==> src/design/vdi_pkg.sv <==
package vdi_pkg;

  localparam int POS_W            = 24;
  localparam int COL_W            = 16;
  localparam int TOL_W            = 16;
  localparam int IDX_W            = 10;
  localparam int CNT_W            = 11;
  localparam int MAX_VERTICES_DEF = 1024;
  localparam int CFG_IDX_W        = 1;

  localparam logic [TOL_W-1:0] TOL_RESET = TOL_W'(1);

  typedef enum logic [CFG_IDX_W-1:0] {
    CFG_POS_TOL = 1'b0,
    CFG_COL_TOL = 1'b1
  } cfg_reg_t;

  typedef struct packed {
    logic                    start_mesh;
    logic signed [POS_W-1:0] vertex_x;
    logic signed [POS_W-1:0] vertex_y;
    logic signed [POS_W-1:0] vertex_z;
    logic [COL_W-1:0]        color_red;
    logic [COL_W-1:0]        color_green;
    logic [COL_W-1:0]        color_blue;
    logic [COL_W-1:0]        color_alpha;
  } in_item_t;

  typedef struct packed {
    logic [IDX_W-1:0] vertex_index;
    logic             is_new;
    logic             overflow;
    logic [CNT_W-1:0] unique_count;
  } out_item_t;

  typedef struct packed {
    logic signed [POS_W-1:0] x;
    logic signed [POS_W-1:0] y;
    logic signed [POS_W-1:0] z;
    logic [COL_W-1:0]        red;
    logic [COL_W-1:0]        green;
    logic [COL_W-1:0]        blue;
    logic [COL_W-1:0]        alpha;
  } vertex_t;

  typedef enum logic [1:0] {
    ST_IDLE,
    ST_SCAN,
    ST_HOLD
  } ctl_state_t;

  typedef struct packed {
    logic in_ready;
    logic load_item;
    logic issue;
    logic finish;
    logic out_load;
  } ctl_cmd_t;

  typedef struct packed {
    logic issue_avail;
    logic rd_pending;
    logic match;
    logic out_free;
  } dp_stat_t;

endpackage

==> src/design/vdi_ctrl.sv <==
module vdi_ctrl (
  input  logic              clk,
  input  logic              rst_n,
  input  logic              in_valid,
  input  vdi_pkg::dp_stat_t stat,
  output vdi_pkg::ctl_cmd_t cmd
);
  import vdi_pkg::*;

  ctl_state_t state_r;
  ctl_state_t state_nxt;
  logic       scan_done;

  always_ff @(posedge clk) begin
    if (!rst_n) begin
      state_r <= ST_IDLE;
    end else begin
      state_r <= state_nxt;
    end
  end

  always_comb begin
    state_nxt = state_r;
    cmd       = '0;
    scan_done = stat.match || (!stat.issue_avail && !stat.rd_pending);
    unique case (state_r)
      ST_IDLE: begin
        cmd.in_ready  = 1'b1;
        cmd.load_item = in_valid;
        if (in_valid) begin
          state_nxt = ST_SCAN;
        end
      end
      ST_SCAN: begin
        cmd.issue  = stat.issue_avail && !stat.match;
        cmd.finish = scan_done;
        if (scan_done) begin
          state_nxt = ST_HOLD;
        end
      end
      ST_HOLD: begin
        cmd.out_load = stat.out_free;
        if (stat.out_free) begin
          state_nxt = ST_IDLE;
        end
      end
      default: begin
        state_nxt = ST_IDLE;
      end
    endcase
  end

endmodule

==> config.mk <==
export PLATFORM = sky130hd
export DESIGN_NAME = vdi_ctrl
export DESIGN_NICKNAME = d
export VERILOG_FILES = /design/src/design/vdi_pkg.sv /design/src/design/vdi_ctrl.sv
export SDC_FILE = /design/constraint.sdc
export NUM_CORES = 1
export LEC_CHECK = 0
export ABC_CLOCK_PERIOD_IN_PS = 800
export BUFFER_PORTS_ARGS = -buffer_cell sky130_fd_sc_hd__buf_4
export CAP_MARGIN = 10
export CELL_PAD_IN_SITES_DETAIL_PLACEMENT = 0
export CELL_PAD_IN_SITES_GLOBAL_PLACEMENT = 2
export CORE_AREA = 4 4 41 43
export DETAILED_ROUTE_END_ITERATION = 7
export DIE_AREA = 0 0 45 47
export PLACE_DENSITY_LB_ADDON = 0.1
export SLEW_MARGIN = 30
export SYNTH_ARGS = -nofsm -noshare
export SYNTH_HDL_FRONTEND = slang
export SYNTH_SLANG_ARGS = --single-unit
==> constraint.sdc <==
create_clock -name clk -period 0.8 [get_ports clk]
set_input_delay 0.16 -clock clk [delete_from_list [all_inputs] [get_ports clk]]
set_output_delay 0.16 -clock clk [all_outputs]
set_load 0.02 [all_outputs]
==> flow_metrics.tcl <==
set metrics [dict create \
    drc_errors 0 \
    worst_slack_ns -0.3610 \
    grt_setup_unrepaired "true" \
    regMostFlops "state_r" \
    htree_levels 1 \
    cp_max_fo 7 \
    timing.rr.start "state_r[0]" \
    seqPwrFrac 0.248 \
    die_w_um 45 \
    yosys_warnings 0 \
    maxSlewViolCount 0 \
    outcome "complete, but fails checks" \
    finalSetupTns_ns -1.535 \
    p_clk_frac 0.444 \
    sw_frac_of_total 0.2559 \
    relSlewSlack 0.8797 \
    mostFrequentLayoutCells "buf_4 (12), clkbuf_4 (3)" \
    fin_crit_sh 1.451 \
    synth_top_cell_area_share 0.2712 \
    avgRoutedWirePerCell_um 10.22 \
    vdd_drop_max_v 0.0005183 \
    hpwl_um 365.5 \
    cts_root_buf "clkbuf_4" \
    clockBufferDepth 2 \
    post_drt_via_cell_ratio 3.674 \
    max-cap-violations 0 \
    seq_area_frac_synth 0.2712 \
    crit_type "reg -> out" \
    largest_register_ffs 2 \
    synth_area_leaders "dfxtp_1 (27%), nand4bb_1 (15%), nor3b_2 (8.5%)" \
    finalWeightedCongestion 0.6023 \
    reg2reg_slack_ns 0.01 \
    synth_top_area_cell "dfxtp_1" \
    power_frac_comb 0.308 \
    synth.distinct_cells 12 \
    nNetsFinal 40 \
    worst_pin_slew_ns 0.1802 \
    diodes 0 \
    start_kind "flop" \
    boundaryPins 12 \
    p_int_mw 0.3658 \
    fin_worst_skew_ns 0.0008353 \
    fillCellCount 150 \
    r2r_cells 3 \
    rows 13 \
    syn-instance-count 15 \
    numClockSinks 2 \
    critPathArrivalTime_ns 1.00 \
    worstReg2RegEnd "state_r[0]" \
    cts_buffers 3 \
    fp.dieH_um 47 \
    seq_area_um2 47.55 \
    leakagePower_nw 0.1424 \
    syn2layout_area_growth_pct 116.9 \
    power_mw 0.4916 \
    layout_commonest_cell "buf_4" \
    drt_iter0_drc 0 \
    num_vias 169 \
    p_switching_mw 0.1258 \
    grt_pass1_wl_um 648 \
    dr.pass1.iters 1 \
    power_density_mw_per_mm2 1535 \
    min_path_cells 3 \
    hp-start "stat[0]" \
    min_path_type "in -> reg" \
    port_buffers 11 \
    start_util 0.1135 \
    fmax_mhz 861.3 \
    setup_viol_count_final 5 \
    ant_nets 0 \
    fin_crit_ns 1.161 \
    holdWs_ns 0.2174 \
    grt_use_total 0.04886 \
    violations "setup timing" \
    global_route.overflow_total 0 \
    largestRegisters "state_r x2" \
    clkTransAtPathRegs_ns 0.03 \
    wl_um 470 \
    die-area_mm2 0.002115 \
    antenna_found_initial 0 \
    finish.utilization 0.2462 \
    hold_end "state_r[1]" \
    worstSetupEndpointType "output port" \
    finalHoldViolCount 0 \
    cts_hold_buf 0 \
    clk_latency_ns 0.22 \
    cts_tree "yes" \
    syn_area_per_cell_um2 9.843 \
    core_region_area_mm2 0.001301 \
    stdcell_area_um2 320.3 \
    drive_gt1_frac 0.7742 \
    syn_area_um2 147.6 \
    grt_max_degree 8 \
    required_ns 0.64 \
    grt_pass1_vias 157 \
    synth_fp_nets 22 \
    multi_input_area_um2 118.9 \
    place_area_um2 274.0 \
    ys_ff_latch 2 \
]
-- synthesized netlist by cell type --
library cell  instances
nor3b_2               1
nand4bb_1             2
nor2_1                1
o21ba_1               1
dfxtp_1               2
and3b_2               1
and2_1                1
o21ai_1               2
nand3b_1              1
o21bai_1              1
buf_4                 1
nor4bb_1              1
-- layout make-up --
| class | instances | share of cell area |
|---|---|---|
| tap | 15 | 0.05859 |
| sequential | 2 | 0.1484 |
| multi-input combinational | 12 | 0.3711 |
| timing repair buffer | 14 | 0.3516 |
| clock buffer | 3 | 0.07031 |
-- metal layers --
| layer | vias to the layer above | wire, um | GRT usage |
|---|---|---|---|
| li1 | 91 | - | - |
| met1 | 73 | 184 | 0.04740 |
| met2 | 5 | 255 | 0.06497 |
| met3 | 0 | 30 | 0.02299 |
| met4 | 0 | 0 | 0.07018 |
| met5 | - | 0 | 0 |
-- stage by stage --
stage	cells	setup WS, ns
6_report	46	-0.3610
3_3_place_gp	42	-0.1798
4_1_cts	45	-0.3872
3_5_place_dp	42	-0.1805
5_1_grt	46	-0.4177
2_1_floorplan	15	-0.08962
-- critical path, stage by stage, from the launching register on --
cell	delay, ns
dfxtp_4	0.36
nor4bb_4	0.25
buf_4	0.17
-- power groups by stage --
stage          clock (mW)  combinational, mW  sequential [mW]
2_1_floorplan           0             0.0759            0.120
3_3_place_gp            0              0.140            0.125
3_5_place_dp            0              0.141            0.124
4_1_cts             0.238              0.142            0.121
5_1_grt             0.249              0.162            0.125
6_report            0.218              0.151            0.122
-- worst max path at each step --
stage / from / endpoint / slack [ns] / cells after the start
global route: state_r[1] / cmd[2] / -0.42 / 2
detailed placement: state_r[0] / cmd[3] / -0.18 / 3
global placement: state_r[0] / cmd[3] / -0.18 / 3
finish: state_r[1] / cmd[2] / -0.36 / 2
CTS: state_r[1] / cmd[2] / -0.39 / 2
floorplan: state_r[1] / cmd[2] / -0.09 / 1
-- cells by family (layout without fill, tap and decap cells) --
kind of cell    after synthesis  count (layout)  synth area share
simple gates                  8               8            0.4915
flops                         2               2            0.2712
buf+inv                       1              17           0.05087
compound gates                4               4            0.1865
-- timing repair --
action	in CTS	in global routing
endpoints found under the setup margin	5	6
cloned	0	0
pin swaps	1	1
gates resized for setup	4	2
buffers inserted	0	1
(Power assumes the default switching activity.)
